**src/rtl/packbits_row_encoder_macros.svh**
```systemverilog
// assertion macros shared by the packbits row encoder
`ifndef PACKBITS_ROW_ENCODER_MACROS_SVH
`define PACKBITS_ROW_ENCODER_MACROS_SVH

// condition implies consequence in the same cycle
`define PBRE_ASSERT_NOW(label, clk, rst_n, ante, cons, msg) \
    label: assert property (@(posedge clk) disable iff (!(rst_n)) (ante) |-> (cons)) \
        else $error(msg);

// condition implies consequence in the following cycle
`define PBRE_ASSERT_NEXT(label, clk, rst_n, ante, cons, msg) \
    label: assert property (@(posedge clk) disable iff (!(rst_n)) (ante) |=> (cons)) \
        else $error(msg);

`endif

```
**src/rtl/pbre_pkg.sv**
```systemverilog
// shared types and constants of the packbits row encoder
package pbre_pkg;

    localparam int BYTE_W = 8;
    localparam int CNT_W  = 8;
    localparam int QDEPTH = 4;
    localparam int QPTR_W = $clog2(QDEPTH);

    // run control byte is 257 minus the run length, modulo 256
    localparam logic [BYTE_W:0] RUN_BASE = 9'd257;

    typedef enum logic {
        CMD_RUN,
        CMD_LIT
    } t_cmd_kind;

    // one command from the front part to the back part
    typedef struct packed {
        t_cmd_kind           kind;
        logic [BYTE_W-1:0]   ctrl;
        logic [BYTE_W-1:0]   value;
        logic [CNT_W-1:0]    count;
        logic                bank;
        logic                item_end;
        logic                row_end;
    } t_cmd;

    // literal bank handed back by the back part
    typedef struct packed {
        logic valid;
        logic bank;
    } t_bank_rel;

endpackage

```
**src/rtl/pbre_in_if.sv**
```systemverilog
// input byte channel of the packbits row encoder
interface pbre_in_if;
    logic       valid;
    logic       ready;
    logic [7:0] data_byte;
    logic       row_last;

    modport source (output valid, output data_byte, output row_last, input ready);
    modport sink (input valid, input data_byte, input row_last, output ready);
endinterface

```
**src/rtl/pbre_out_if.sv**
```systemverilog
// output stream channel of the packbits row encoder
interface pbre_out_if;
    logic       valid;
    logic       ready;
    logic [7:0] out_byte;
    logic       is_control;
    logic       last_of_item;
    logic       row_end;

    modport source (output valid, output out_byte, output is_control,
                    output last_of_item, output row_end, input ready);
    modport sink (input valid, input out_byte, input is_control,
                  input last_of_item, input row_end, output ready);
endinterface

```
**src/rtl/pbre_ram.sv**
```systemverilog
// generic simple dual port ram with registered read
module pbre_ram #(
    parameter int WIDTH = 8,
    parameter int DEPTH = 64
) (
    input  logic                     i_clk,
    input  logic                     i_we,
    input  logic [$clog2(DEPTH)-1:0] i_waddr,
    input  logic [WIDTH-1:0]         i_wdata,
    input  logic [$clog2(DEPTH)-1:0] i_raddr,
    output logic [WIDTH-1:0]         o_rdata
);

    logic [WIDTH-1:0] r_mem [DEPTH];
    logic [WIDTH-1:0] r_rdata;

    // write port and registered read port
    always_ff @(posedge i_clk) begin
        if (i_we) begin
            r_mem[i_waddr] <= i_wdata;
        end
        r_rdata <= r_mem[i_raddr];
    end

    assign o_rdata = r_rdata;

endmodule

```
**src/rtl/pbre_cmd_queue.sv**
```systemverilog
// short command queue between the front and back parts
module pbre_cmd_queue (
    input  logic          i_clk,
    input  logic          i_rst_n,
    input  logic          i_push,
    input  pbre_pkg::t_cmd i_push_cmd,
    output logic          o_full,
    output logic          o_pop_valid,
    output pbre_pkg::t_cmd o_pop_cmd,
    input  logic          i_pop
);
    import pbre_pkg::*;

    t_cmd              r_slot [QDEPTH];
    logic [QPTR_W-1:0] r_wptr;
    logic [QPTR_W-1:0] r_rptr;
    logic [QPTR_W:0]   r_count;
    logic              do_push;
    logic              do_pop;

    assign do_push     = i_push && !o_full;
    assign do_pop      = i_pop && o_pop_valid;
    assign o_full      = (r_count == (QPTR_W + 1)'(QDEPTH));
    assign o_pop_valid = (r_count != '0);
    assign o_pop_cmd   = r_slot[r_rptr];

    // pointers and fill level
    always_ff @(posedge i_clk) begin
        if (!i_rst_n) begin
            r_wptr  <= '0;
            r_rptr  <= '0;
            r_count <= '0;
        end else begin
            if (do_push) begin
                r_wptr <= r_wptr + QPTR_W'(1);
            end
            if (do_pop) begin
                r_rptr <= r_rptr + QPTR_W'(1);
            end
            case ({do_push, do_pop})
                2'b10:   r_count <= r_count + (QPTR_W + 1)'(1);
                2'b01:   r_count <= r_count - (QPTR_W + 1)'(1);
                default: r_count <= r_count;
            endcase
        end
    end

    // slot storage
    always_ff @(posedge i_clk) begin
        if (do_push) begin
            r_slot[r_wptr] <= i_push_cmd;
        end
    end

endmodule

```
**src/rtl/pbre_front.sv**
```systemverilog
// front part: takes row bytes, tracks runs and literals, issues commands
module pbre_front #(
    parameter int MAX_RUN = 32
) (
    input  logic                          i_clk,
    input  logic                          i_rst_n,
    pbre_in_if.sink                       i_in,
    output logic                          o_push,
    output pbre_pkg::t_cmd                o_push_cmd,
    input  logic                          i_q_full,
    output logic                          o_we,
    output logic [$clog2(MAX_RUN):0]      o_waddr,
    output logic [7:0]                    o_wdata,
    input  pbre_pkg::t_bank_rel           i_rel
);
    import pbre_pkg::*;

    localparam int LW = $clog2(MAX_RUN + 1);
    localparam int IW = $clog2(MAX_RUN);

    typedef enum logic [1:0] {
        S_IDLE,
        S_STEP,
        S_LAST
    } t_fstate;

    t_fstate           r_state, n_state;
    logic [BYTE_W-1:0] r_byte, n_byte;
    logic              r_last, n_last;
    logic              r_in_run, n_in_run;
    logic              r_have_prev, n_have_prev;
    logic [BYTE_W-1:0] r_prev, n_prev;
    logic [LW-1:0]     r_rl, n_rl;
    logic [LW-1:0]     r_lc, n_lc;
    logic              r_wbank, n_wbank;
    logic [1:0]        r_busy, n_busy;

    t_cmd              cmd;
    logic              have_cmd;
    logic              need_wr;
    logic              go;
    logic [1:0]        set_mask;
    logic [1:0]        rel_mask;
    logic [LW-1:0]     rl_inc;
    logic [LW-1:0]     lc_inc;

    function automatic logic [BYTE_W-1:0] run_ctrl(input logic [CNT_W-1:0] len);
        logic [BYTE_W:0] diff;
        diff = RUN_BASE - {1'b0, len};
        return diff[BYTE_W-1:0];
    endfunction

    assign rl_inc     = r_rl + LW'(1);
    assign lc_inc     = r_lc + LW'(1);
    assign i_in.ready = (r_state == S_IDLE);
    assign rel_mask   = i_rel.valid ? (2'b01 << i_rel.bank) : 2'b00;

    // classify the held byte and plan commands and store writes
    always_comb begin
        n_state     = r_state;
        n_byte      = r_byte;
        n_last      = r_last;
        n_in_run    = r_in_run;
        n_have_prev = r_have_prev;
        n_prev      = r_prev;
        n_rl        = r_rl;
        n_lc        = r_lc;
        n_wbank     = r_wbank;
        cmd         = '0;
        have_cmd    = 1'b0;
        need_wr     = 1'b0;
        set_mask    = 2'b00;
        go          = 1'b0;

        case (r_state)
            S_IDLE: begin
                if (i_in.valid) begin
                    n_byte  = i_in.data_byte;
                    n_last  = i_in.row_last;
                    n_state = S_STEP;
                end
            end
            S_STEP: begin
                cmd.item_end = !r_last;
                if (!r_have_prev) begin
                    n_have_prev = 1'b1;
                    n_in_run    = 1'b0;
                    n_rl        = '0;
                end else if (r_byte == r_prev && r_in_run) begin
                    // run grows, split at the maximum length
                    if (rl_inc == LW'(MAX_RUN)) begin
                        have_cmd  = 1'b1;
                        cmd.kind  = CMD_RUN;
                        cmd.ctrl  = run_ctrl(CNT_W'(MAX_RUN));
                        cmd.value = r_prev;
                        n_rl      = '0;
                    end else begin
                        n_rl = rl_inc;
                    end
                end else if (r_byte == r_prev) begin
                    // run starts, pending literal goes out first
                    if (r_lc != '0) begin
                        have_cmd  = 1'b1;
                        cmd.kind  = CMD_LIT;
                        cmd.count = CNT_W'(r_lc);
                        cmd.ctrl  = CNT_W'(r_lc) - 8'd1;
                        cmd.bank  = r_wbank;
                        set_mask  = 2'b01 << r_wbank;
                        n_wbank   = !r_wbank;
                        n_lc      = '0;
                    end
                    n_rl     = LW'(1);
                    n_in_run = 1'b1;
                end else if (r_in_run) begin
                    // run ends
                    have_cmd  = 1'b1;
                    cmd.kind  = CMD_RUN;
                    cmd.ctrl  = run_ctrl(CNT_W'(rl_inc));
                    cmd.value = r_prev;
                    n_rl      = '0;
                    n_in_run  = 1'b0;
                end else begin
                    // previous byte joins the literal, full literal goes out
                    need_wr = 1'b1;
                    if (lc_inc == LW'(MAX_RUN)) begin
                        have_cmd  = 1'b1;
                        cmd.kind  = CMD_LIT;
                        cmd.count = CNT_W'(MAX_RUN);
                        cmd.ctrl  = CNT_W'(MAX_RUN) - 8'd1;
                        cmd.bank  = r_wbank;
                        set_mask  = 2'b01 << r_wbank;
                        n_wbank   = !r_wbank;
                        n_lc      = '0;
                    end else begin
                        n_lc = lc_inc;
                    end
                end
                n_prev  = r_byte;
                n_state = r_last ? S_LAST : S_IDLE;
            end
            S_LAST: begin
                // row end closes the open run or literal
                have_cmd     = 1'b1;
                cmd.item_end = 1'b1;
                cmd.row_end  = 1'b1;
                if (r_in_run) begin
                    cmd.kind  = CMD_RUN;
                    cmd.ctrl  = run_ctrl(CNT_W'(rl_inc));
                    cmd.value = r_prev;
                end else begin
                    need_wr   = 1'b1;
                    cmd.kind  = CMD_LIT;
                    cmd.count = CNT_W'(lc_inc);
                    cmd.ctrl  = CNT_W'(r_lc);
                    cmd.bank  = r_wbank;
                    set_mask  = 2'b01 << r_wbank;
                    n_wbank   = !r_wbank;
                end
                n_in_run    = 1'b0;
                n_have_prev = 1'b0;
                n_prev      = '0;
                n_rl        = '0;
                n_lc        = '0;
                n_state     = S_IDLE;
            end
            default: begin
                n_state = S_IDLE;
            end
        endcase

        go = (!have_cmd || !i_q_full) && (!need_wr || !r_busy[r_wbank]);

        // hold everything while the queue or the literal bank is not free
        if ((r_state == S_STEP || r_state == S_LAST) && !go) begin
            n_state     = r_state;
            n_in_run    = r_in_run;
            n_have_prev = r_have_prev;
            n_prev      = r_prev;
            n_rl        = r_rl;
            n_lc        = r_lc;
            n_wbank     = r_wbank;
            set_mask    = 2'b00;
        end

        n_busy = (r_busy & ~rel_mask) | set_mask;
    end

    assign o_push     = (r_state == S_STEP || r_state == S_LAST) && have_cmd && go;
    assign o_push_cmd = cmd;
    assign o_we       = (r_state == S_STEP || r_state == S_LAST) && need_wr && go;
    assign o_waddr    = {r_wbank, r_lc[IW-1:0]};
    assign o_wdata    = r_prev;

    // state and tracking registers
    always_ff @(posedge i_clk) begin
        if (!i_rst_n) begin
            r_state     <= S_IDLE;
            r_in_run    <= 1'b0;
            r_have_prev <= 1'b0;
            r_prev      <= '0;
            r_rl        <= '0;
            r_lc        <= '0;
            r_wbank     <= 1'b0;
            r_busy      <= 2'b00;
        end else begin
            r_state     <= n_state;
            r_in_run    <= n_in_run;
            r_have_prev <= n_have_prev;
            r_prev      <= n_prev;
            r_rl        <= n_rl;
            r_lc        <= n_lc;
            r_wbank     <= n_wbank;
            r_busy      <= n_busy;
        end
        r_byte <= n_byte;
        r_last <= n_last;
    end

endmodule

```
**src/rtl/pbre_back.sv**
```systemverilog
// back part: turns commands into output bytes, reads literal bytes from the store
module pbre_back #(
    parameter int MAX_RUN = 32
) (
    input  logic                     i_clk,
    input  logic                     i_rst_n,
    input  logic                     i_pop_valid,
    input  pbre_pkg::t_cmd           i_pop_cmd,
    output logic                     o_pop,
    output logic [$clog2(MAX_RUN):0] o_raddr,
    input  logic [7:0]               i_rdata,
    output pbre_pkg::t_bank_rel      o_rel,
    pbre_out_if.source               o_out
);
    import pbre_pkg::*;

    localparam int IW = $clog2(MAX_RUN);

    typedef enum logic [1:0] {
        B_IDLE,
        B_RUN,
        B_LIT
    } t_bstate;

    t_bstate           r_state, n_state;
    t_cmd              r_cmd, n_cmd;
    logic              r_bank, n_bank;
    logic [IW-1:0]     r_idx, n_idx;
    logic              r_valid, n_valid;
    logic [BYTE_W-1:0] r_obyte, n_obyte;
    logic              r_octl, n_octl;
    logic              r_oend, n_oend;
    logic              r_orow, n_orow;
    logic              slot_free;
    logic              lit_last;

    assign slot_free = !r_valid || o_out.ready;
    assign lit_last  = (CNT_W'(r_idx) == r_cmd.count - 8'd1);

    // byte sequencer feeding the output register
    always_comb begin
        n_state   = r_state;
        n_cmd     = r_cmd;
        n_bank    = r_bank;
        n_idx     = r_idx;
        n_valid   = r_valid && !o_out.ready;
        n_obyte   = r_obyte;
        n_octl    = r_octl;
        n_oend    = r_oend;
        n_orow    = r_orow;
        o_pop     = 1'b0;
        o_rel     = '0;

        case (r_state)
            B_IDLE: begin
                if (i_pop_valid && slot_free) begin
                    o_pop   = 1'b1;
                    n_cmd   = i_pop_cmd;
                    n_valid = 1'b1;
                    n_obyte = i_pop_cmd.ctrl;
                    n_octl  = 1'b1;
                    n_oend  = 1'b0;
                    n_orow  = 1'b0;
                    if (i_pop_cmd.kind == CMD_LIT) begin
                        n_bank  = i_pop_cmd.bank;
                        n_idx   = '0;
                        n_state = B_LIT;
                    end else begin
                        n_state = B_RUN;
                    end
                end
            end
            B_RUN: begin
                if (slot_free) begin
                    n_valid = 1'b1;
                    n_obyte = r_cmd.value;
                    n_octl  = 1'b0;
                    n_oend  = r_cmd.item_end;
                    n_orow  = r_cmd.row_end;
                    n_state = B_IDLE;
                end
            end
            B_LIT: begin
                if (slot_free) begin
                    n_valid = 1'b1;
                    n_obyte = i_rdata;
                    n_octl  = 1'b0;
                    if (lit_last) begin
                        n_oend      = r_cmd.item_end;
                        n_orow      = r_cmd.row_end;
                        o_rel.valid = 1'b1;
                        o_rel.bank  = r_bank;
                        n_state     = B_IDLE;
                    end else begin
                        n_oend = 1'b0;
                        n_orow = 1'b0;
                        n_idx  = r_idx + IW'(1);
                    end
                end
            end
            default: begin
                n_state = B_IDLE;
            end
        endcase
    end

    // read address is the next index, so the registered read returns the byte in use
    assign o_raddr = {n_bank, n_idx};

    assign o_out.valid        = r_valid;
    assign o_out.out_byte     = r_obyte;
    assign o_out.is_control   = r_octl;
    assign o_out.last_of_item = r_oend;
    assign o_out.row_end      = r_orow;

    // sequencer state and output register
    always_ff @(posedge i_clk) begin
        if (!i_rst_n) begin
            r_state <= B_IDLE;
            r_valid <= 1'b0;
            r_bank  <= 1'b0;
            r_idx   <= '0;
        end else begin
            r_state <= n_state;
            r_valid <= n_valid;
            r_bank  <= n_bank;
            r_idx   <= n_idx;
        end
        r_cmd   <= n_cmd;
        r_obyte <= n_obyte;
        r_octl  <= n_octl;
        r_oend  <= n_oend;
        r_orow  <= n_orow;
    end

endmodule

```
**src/rtl/packbits_row_encoder.sv**
```systemverilog
// top level of the packbits row encoder
//
// i_in carries the raw bytes of a raster row, row_last set on the final byte.
// o_out carries the packbits stream: control bytes flagged by is_control,
// last_of_item on the final byte caused by an input byte, row_end on the
// final byte of the row. Both channels move a request on valid and ready high.
// An input byte is held in the front part through S_STEP, a row's last byte also
// through S_LAST; the front holds off further bytes while the command queue is
// full or while the literal bank it must write is still being read out.
// While the receiver is ready the back part sends one byte per cycle: a run is
// 2 bytes, a literal its control byte and then one stored byte per cycle from
// the literal store ram. A command's first byte leaves via a queue slot and
// the output register. Literals are kept in two banks of MAX_RUN bytes so one
// can fill while the other drains. A stalled receiver holds the output
// register; the queue and then the front fill up behind it, nothing is dropped.
// Reset clears all control state at once; the literal store needs no clearing.
`include "packbits_row_encoder_macros.svh"

module packbits_row_encoder #(
    parameter int MAX_RUN = 32
) (
    input  logic       i_clk,
    input  logic       i_rst_n,
    pbre_in_if.sink    i_in,
    pbre_out_if.source o_out
);
    import pbre_pkg::*;

    localparam int RAM_AW    = $clog2(MAX_RUN) + 1;
    localparam int RAM_DEPTH = 1 << RAM_AW;

    logic              q_push;
    t_cmd              q_push_cmd;
    logic              q_full;
    logic              q_pop_valid;
    t_cmd              q_pop_cmd;
    logic              q_pop;
    logic              st_we;
    logic [RAM_AW-1:0] st_waddr;
    logic [7:0]        st_wdata;
    logic [RAM_AW-1:0] st_raddr;
    logic [7:0]        st_rdata;
    t_bank_rel         bank_rel;

    // front part
    pbre_front #(.MAX_RUN(MAX_RUN)) u_front (
        .i_clk      (i_clk),
        .i_rst_n    (i_rst_n),
        .i_in       (i_in),
        .o_push     (q_push),
        .o_push_cmd (q_push_cmd),
        .i_q_full   (q_full),
        .o_we       (st_we),
        .o_waddr    (st_waddr),
        .o_wdata    (st_wdata),
        .i_rel      (bank_rel)
    );

    // command queue
    pbre_cmd_queue u_queue (
        .i_clk       (i_clk),
        .i_rst_n     (i_rst_n),
        .i_push      (q_push),
        .i_push_cmd  (q_push_cmd),
        .o_full      (q_full),
        .o_pop_valid (q_pop_valid),
        .o_pop_cmd   (q_pop_cmd),
        .i_pop       (q_pop)
    );

    // literal store, two banks
    pbre_ram #(.WIDTH(BYTE_W), .DEPTH(RAM_DEPTH)) u_store (
        .i_clk   (i_clk),
        .i_we    (st_we),
        .i_waddr (st_waddr),
        .i_wdata (st_wdata),
        .i_raddr (st_raddr),
        .o_rdata (st_rdata)
    );

    // back part
    pbre_back #(.MAX_RUN(MAX_RUN)) u_back (
        .i_clk       (i_clk),
        .i_rst_n     (i_rst_n),
        .i_pop_valid (q_pop_valid),
        .i_pop_cmd   (q_pop_cmd),
        .o_pop       (q_pop),
        .o_raddr     (st_raddr),
        .i_rdata     (st_rdata),
        .o_rel       (bank_rel),
        .o_out       (o_out)
    );

    // checks
    `PBRE_ASSERT_NOW(a_queue_no_overflow, i_clk, i_rst_n, q_push, !q_full, "push into full queue")
    `PBRE_ASSERT_NEXT(a_one_byte_at_a_time, i_clk, i_rst_n, i_in.valid && i_in.ready, !i_in.ready, "front took a second byte while busy")
    `PBRE_ASSERT_NOW(a_ctrl_not_last, i_clk, i_rst_n, o_out.valid && o_out.is_control, !o_out.last_of_item && !o_out.row_end, "control byte closes an item")
    `PBRE_ASSERT_NOW(a_row_end_is_last, i_clk, i_rst_n, o_out.valid && o_out.row_end, o_out.last_of_item, "row end without item end")

endmodule
```
**src/flat_wrapper.sv**
```systemverilog
// flat-port wrapper written by rule: the top's interface ports become plain ports
module packbits_row_encoder_flat import pbre_pkg::*;
#(
    parameter int MAX_RUN = 32
)
  (i_clk, i_rst_n, i_in_valid, i_in_data_byte, i_in_row_last, i_in_ready, o_out_valid, o_out_out_byte, o_out_is_control, o_out_last_of_item, o_out_row_end, o_out_ready);
  pbre_in_if i_in_i ();
  pbre_out_if o_out_i ();
  input  logic i_clk;
  input  logic i_rst_n;
  input wire logic [$bits(i_in_i.valid)-1:0] i_in_valid;
  input wire logic [$bits(i_in_i.data_byte)-1:0] i_in_data_byte;
  input wire logic [$bits(i_in_i.row_last)-1:0] i_in_row_last;
  output wire logic [$bits(i_in_i.ready)-1:0] i_in_ready;
  output wire logic [$bits(o_out_i.valid)-1:0] o_out_valid;
  output wire logic [$bits(o_out_i.out_byte)-1:0] o_out_out_byte;
  output wire logic [$bits(o_out_i.is_control)-1:0] o_out_is_control;
  output wire logic [$bits(o_out_i.last_of_item)-1:0] o_out_last_of_item;
  output wire logic [$bits(o_out_i.row_end)-1:0] o_out_row_end;
  input wire logic [$bits(o_out_i.ready)-1:0] o_out_ready;
  assign i_in_i.valid = i_in_valid;
  assign i_in_i.data_byte = i_in_data_byte;
  assign i_in_i.row_last = i_in_row_last;
  assign i_in_ready = i_in_i.ready;
  assign o_out_valid = o_out_i.valid;
  assign o_out_out_byte = o_out_i.out_byte;
  assign o_out_is_control = o_out_i.is_control;
  assign o_out_last_of_item = o_out_i.last_of_item;
  assign o_out_row_end = o_out_i.row_end;
  assign o_out_i.ready = o_out_ready;
  packbits_row_encoder #(.MAX_RUN(MAX_RUN)) u_core (.i_clk(i_clk), .i_rst_n(i_rst_n), .i_in(i_in_i), .o_out(o_out_i));
endmodule
```
**config.mk**
```make
export PLATFORM = sky130hd
export DESIGN_NAME = packbits_row_encoder_flat
export DESIGN_NICKNAME = d
export VERILOG_FILES = /design/src/rtl/pbre_pkg.sv /design/src/rtl/pbre_in_if.sv /design/src/rtl/pbre_out_if.sv /design/src/rtl/pbre_ram.sv /design/src/rtl/pbre_cmd_queue.sv /design/src/rtl/pbre_front.sv /design/src/rtl/pbre_back.sv /design/src/rtl/packbits_row_encoder.sv /design/src/flat_wrapper.sv
export VERILOG_INCLUDE_DIRS = /design/src /design/src/rtl
export SDC_FILE = /design/constraint.sdc
export NUM_CORES = 1
export LEC_CHECK = 0
export BUFFER_PORTS_ARGS = -buffer_cell sky130_fd_sc_hd__buf_2
export CAP_MARGIN = 20
export CORE_UTILIZATION = 45
export CTS_CLUSTER_DIAMETER = 40
export DETAILED_ROUTE_END_ITERATION = 16
export SYNTH_ARGS = -nofsm -noshare
export SYNTH_HDL_FRONTEND = slang
export SYNTH_SLANG_ARGS = --single-unit
```
**constraint.sdc**
```tcl
create_clock -name i_clk -period 4.5 [get_ports i_clk]
set_clock_uncertainty 0.2 [all_clocks]
set_input_delay 0.9 -clock i_clk [delete_from_list [all_inputs] [get_ports i_clk]]
set_output_delay 0.9 -clock i_clk [all_outputs]
set_load 0.01 [all_outputs]
```
==> run summary <==
• **end of the worst hold path** u_core.u_front.r_last
• **post-route antenna net violation count** 0
• **number of stages on the worst hold path** 1
• **most crowded layer after global routing** met2
• **Gate power share** 10.3%
• **starting density of the core** 45.7%
• **most used cells in the layout excluding fill and tap cells** edfxtp_1 (648), mux2i_1 (252), buf_4 (129)
• **RSZ-0062 raised after global routing** no
• **number of hold buffers added after CTS** 0
• **fraction of power spent switching nets** 25.1%
• **RD Place Congestion** 0.866
• **Worst Hold Margin** 0.226 ns
• **number of global-route vias before repair** 16415
• **routed via count** 16336
• **maximum number of pins on one net before global-route repair** 67
• **TritonCTS clock tree** built
• **global-route usage over all layers** 20.8%
• **endpoint of the worst-slack reg-to-reg timing path** u_core.u_store.o_rdata[1]
• **most common library cell in the layout ignoring fill and taps** edfxtp_1
• **cts bufs inserted** 94
• **run status** finished clean
• **H-tree levels** 3
• **Hold Vio Cnt, Final** 0
• **number of maximum-capacitance constraint violations** 0
• **met3 track demand over resource in global routing** 4.63%
• **worst path arrival time** 4.61 ns
• **transition time at the pin with the least slew margin** 1.05 ns
• **Adder-Cell Fraction of Synth Area** 0.935%
• **Min Clock Period, post-route** 4.30 ns
• **number of flops mapped to enable cells by yosys** 648
• **site row count** 92
• **number of distinct library cells after synthesis** 80
• **met2 usage in global routing** 32.9%
• **Int Power** 12.5 mW
• **CTS clock-pin slew for the worst setup and hold paths** 0.06 ns
• **total placed instance area** 0.0307 mm²
• **simple-gate area share of the yosys netlist** 6.44%
• **proportion of synthesized area in mux cells** 11.6%
• **clock latency on the worst-skew pair** 0.65 ns
• **synthesized area per cell** 15.8 µm²
• **part of the Yosys area used for sequential elements** 71.0%
• **filler cell count** 5146
• **xor and xnor area share after synthesis** 0.905%
• **share of final-layout standard cells stronger than drive strength 1** 19.8%
• **placed cell count** 2739
• **number of nets produced by synthesis** 1861
• **final-report setup violation count** 0
• **fraction of the cycle the final worst path needs** 95.6%
• **Netlist Area Pre-Place** 0.0289 mm²
• **number of design rule violations left after detail routing** 0
• **critical path capture point type** register
• **top cells by area in the synthesized netlist** edfxtp_1 (67%), mux2i_1 (8.7%), dfxtp_1 (3.7%), o22ai_1 (2.3%), mux4_2 (1.9%)
• **worst slew slack as a fraction of its limit** 29.6%
• **final core utilization** 53.7%
• **Die Span Y** 255 µm
• **cell count after synthesis** 1827
• **worst min-delay path category** in2reg
• **number of nets in the final layout** 2027
• **highest achievable clock rate** 232 MHz
• **critical path fanouts, max** 42
• **top_reg_cell synth** edfxtp_1
• **cell leakage power** 10.9 nW
• **Max IR drop VDD** 0.000322 V
• **IO Pins** 26
• **kind of critical path** reg2reg
• **portion of total power attributed to sequential cells** 44.9%
• **Layout Cells excl Fill** 2920
• **flop2flop setup slack** 0.20 ns
• **post-synthesis to final-layout area growth** 17.6%
• **IO Port Bufs** 25
• **kind of launch point of the worst setup path** register
• **warning count from the yosys run** 0
• **clock network power share** 44.8%
• **Power Dens Cells** 493 mW/mm²
• **area of the multi-input gates** 0.00776 mm²
• **root buf cell** clkbuf_16
• **number of slew-limit violations in the final report** 0
• **area of the core** 0.0633 mm²
• **post-synthesis sequential element count** 701
• **Die Footprint** 0.0652 mm²
• **routed length per instance** 23.2 µm
• **fraction of synthesis flops using an asynchronous set or reset pin** 0%
• **Sink Count** 701
• **complex-gate fraction of the synthesized area** 6.82%
• **Min-Delay Startpoint** i_in_row_last
• **area of all sequential standard cells** 0.0205 mm²
• **Design Area, Final** 0.0340 mm²
• **die width** 255 µm
• **Required @ worst endpoint** 4.81 ns
• **switching power** 4.20 mW
• **via-per-instance ratio** 5.59
• **Register-to-Register Path Depth** 14
• **worst-case clock buffer depth** 3
• **share of the synthesized area in the top cell type** 67.3%
• **FF-to-FF Start** u_core.u_back.r_cmd[3]
• **aggregate global routing overflow** 0
• **Yosys top cell by area** edfxtp_1
• **first-pass GRT wire length** 101 mm
• **final-layout setup total negative slack** 0 ns
• **GR Layer Usage met1** 27.7%
• **antenna violations before repair** 1
• **detailed-router iteration count before antenna repair** 5
• **combinational family with the most area after synthesis** multiplexers
• **routed wire length** 67.7 mm
• **detailed placement HPWL** 43.0 mm
• **number of DRC markers after the initial detailed-route iteration** 1403
==> power by group through the flow <==
stage / logic, mW / clock network (mW) / registers [mW]
after floorplan: 1.06 / 0 / 7.64
after global placement: 1.70 / 0 / 7.66
after detailed placement: 1.72 / 0 / 7.65
after CTS: 1.73 / 7.65 / 7.52
after global routing: 1.86 / 7.90 / 7.53
final: 1.72 / 7.51 / 7.52
==> worst max-delay path by stage <==
stage	startpoint	end	cells after the start
after floorplan	u_core.u_front.o_wdata[4]	u_core.u_store.r_mem[61][0]	9
after detailed placement	u_core.u_back.r_cmd[3]	u_core.u_store.o_rdata[3]	14
final	u_core.u_back.r_cmd[3]	u_core.u_store.o_rdata[1]	14
after CTS	u_core.u_back.r_cmd[3]	u_core.u_store.o_rdata[3]	14
after global placement	o_out_ready	u_core.u_store.o_rdata[3]	12
after global routing	u_core.u_back.r_cmd[3]	u_core.u_store.o_rdata[7]	14
==> sequential cells by signal (all words and copies together) (netlist names), 2 cells and up, named ones only <==
signal,cells
u_core.u_queue.r_rptr,2
u_core.u_back.r_state,2
u_core.u_front.r_byte,8
u_core.u_store.r_mem,512
u_core.u_queue.r_wptr,2
u_core.u_queue.r_count,3
u_core.u_back.o_out.out_byte,8
u_core.u_back.r_cmd,16
u_core.u_front.r_rl,6
u_core.u_front.r_busy,2
u_core.u_front.r_state,2
u_core.u_store.o_rdata,8
u_core.u_queue.r_slot,100
u_core.u_front.o_wdata,8
u_core.u_back.r_idx,5
u_core.u_front.r_lc,6
==> logic make-up after synthesis <==
family	count (synthesis)
DFF	701
and+or+nand+nor	371
muxes	302
AOI/OAI and AO/OA	286
buffers and inverters	117
xor gates and xnor gates	29
adders and majority gates	21
==> synth_stat cells, types with 10 or more instances <==
cell type	instances
nand2_1	70
inv_1	24
buf_2	22
nor2b_1	26
nand3b_1	10
mux4_2	25
nor3_1	17
xor2_1	19
clkbuf_1	29
nor4_1	19
nor2_1	116
a21oi_1	27
o21ai_0	51
o22ai_1	104
buf_6	15
and2_1	37
a221oi_1	12
nand4_1	15
mux2i_1	252
dfxtp_1	53
a22oi_1	14
buf_4	19
a21boi_0	19
ha_1	20
edfxtp_1	648
nand3_1	23
mux2_2	24
==> critical path, cell delays in order (launching register included) <==
cell      delay [ns]
edfxtp_1        0.43
inv_1           0.10
ha_1            0.25
nand2b_1        0.16
a21oi_1         0.12
o31ai_4         0.40
a21oi_1         0.18
o211ai_4        0.34
buf_12          0.22
buf_12          0.26
mux2_2          0.37
nand2_1         0.06
o21ai_0         0.15
a221oi_1        0.67
nand4_1         0.18
==> per-stage QoR <==
step	worst slack [ns]	power, mW
after floorplan	0.425	8.71
after global placement	0.199	9.35
after detailed placement	0.133	9.37
after CTS	0.0934	16.9
after global routing	0.0526	17.3
final	0.199	16.7
==> layout make-up <==
cell class,instances,area share [%]
Clock inverter,75,2.61
Antenna cell,1,0.00736
Clock buffer,101,7.00
Multi-Input combinational cell,1009,22.8
Inverter,24,0.265
Timing Repair Buffer,163,3.75
Tap cell,846,3.11
Sequential cell,701,60.4
==> repair_timing <==
item	in CTS	in global routing
gates resized for setup	0	2
buffers inserted	0	4
endpoints found under the setup margin	0	52
==> routing by layer <==
layer / vias to the layer above / part of all wire, %
met5: - / 0
met2: 542 / 47
met4: 0 / 3.2
met3: 113 / 7.3
li1: 7517 / -
met1: 8164 / 43
(Power assumes the default switching activity.)
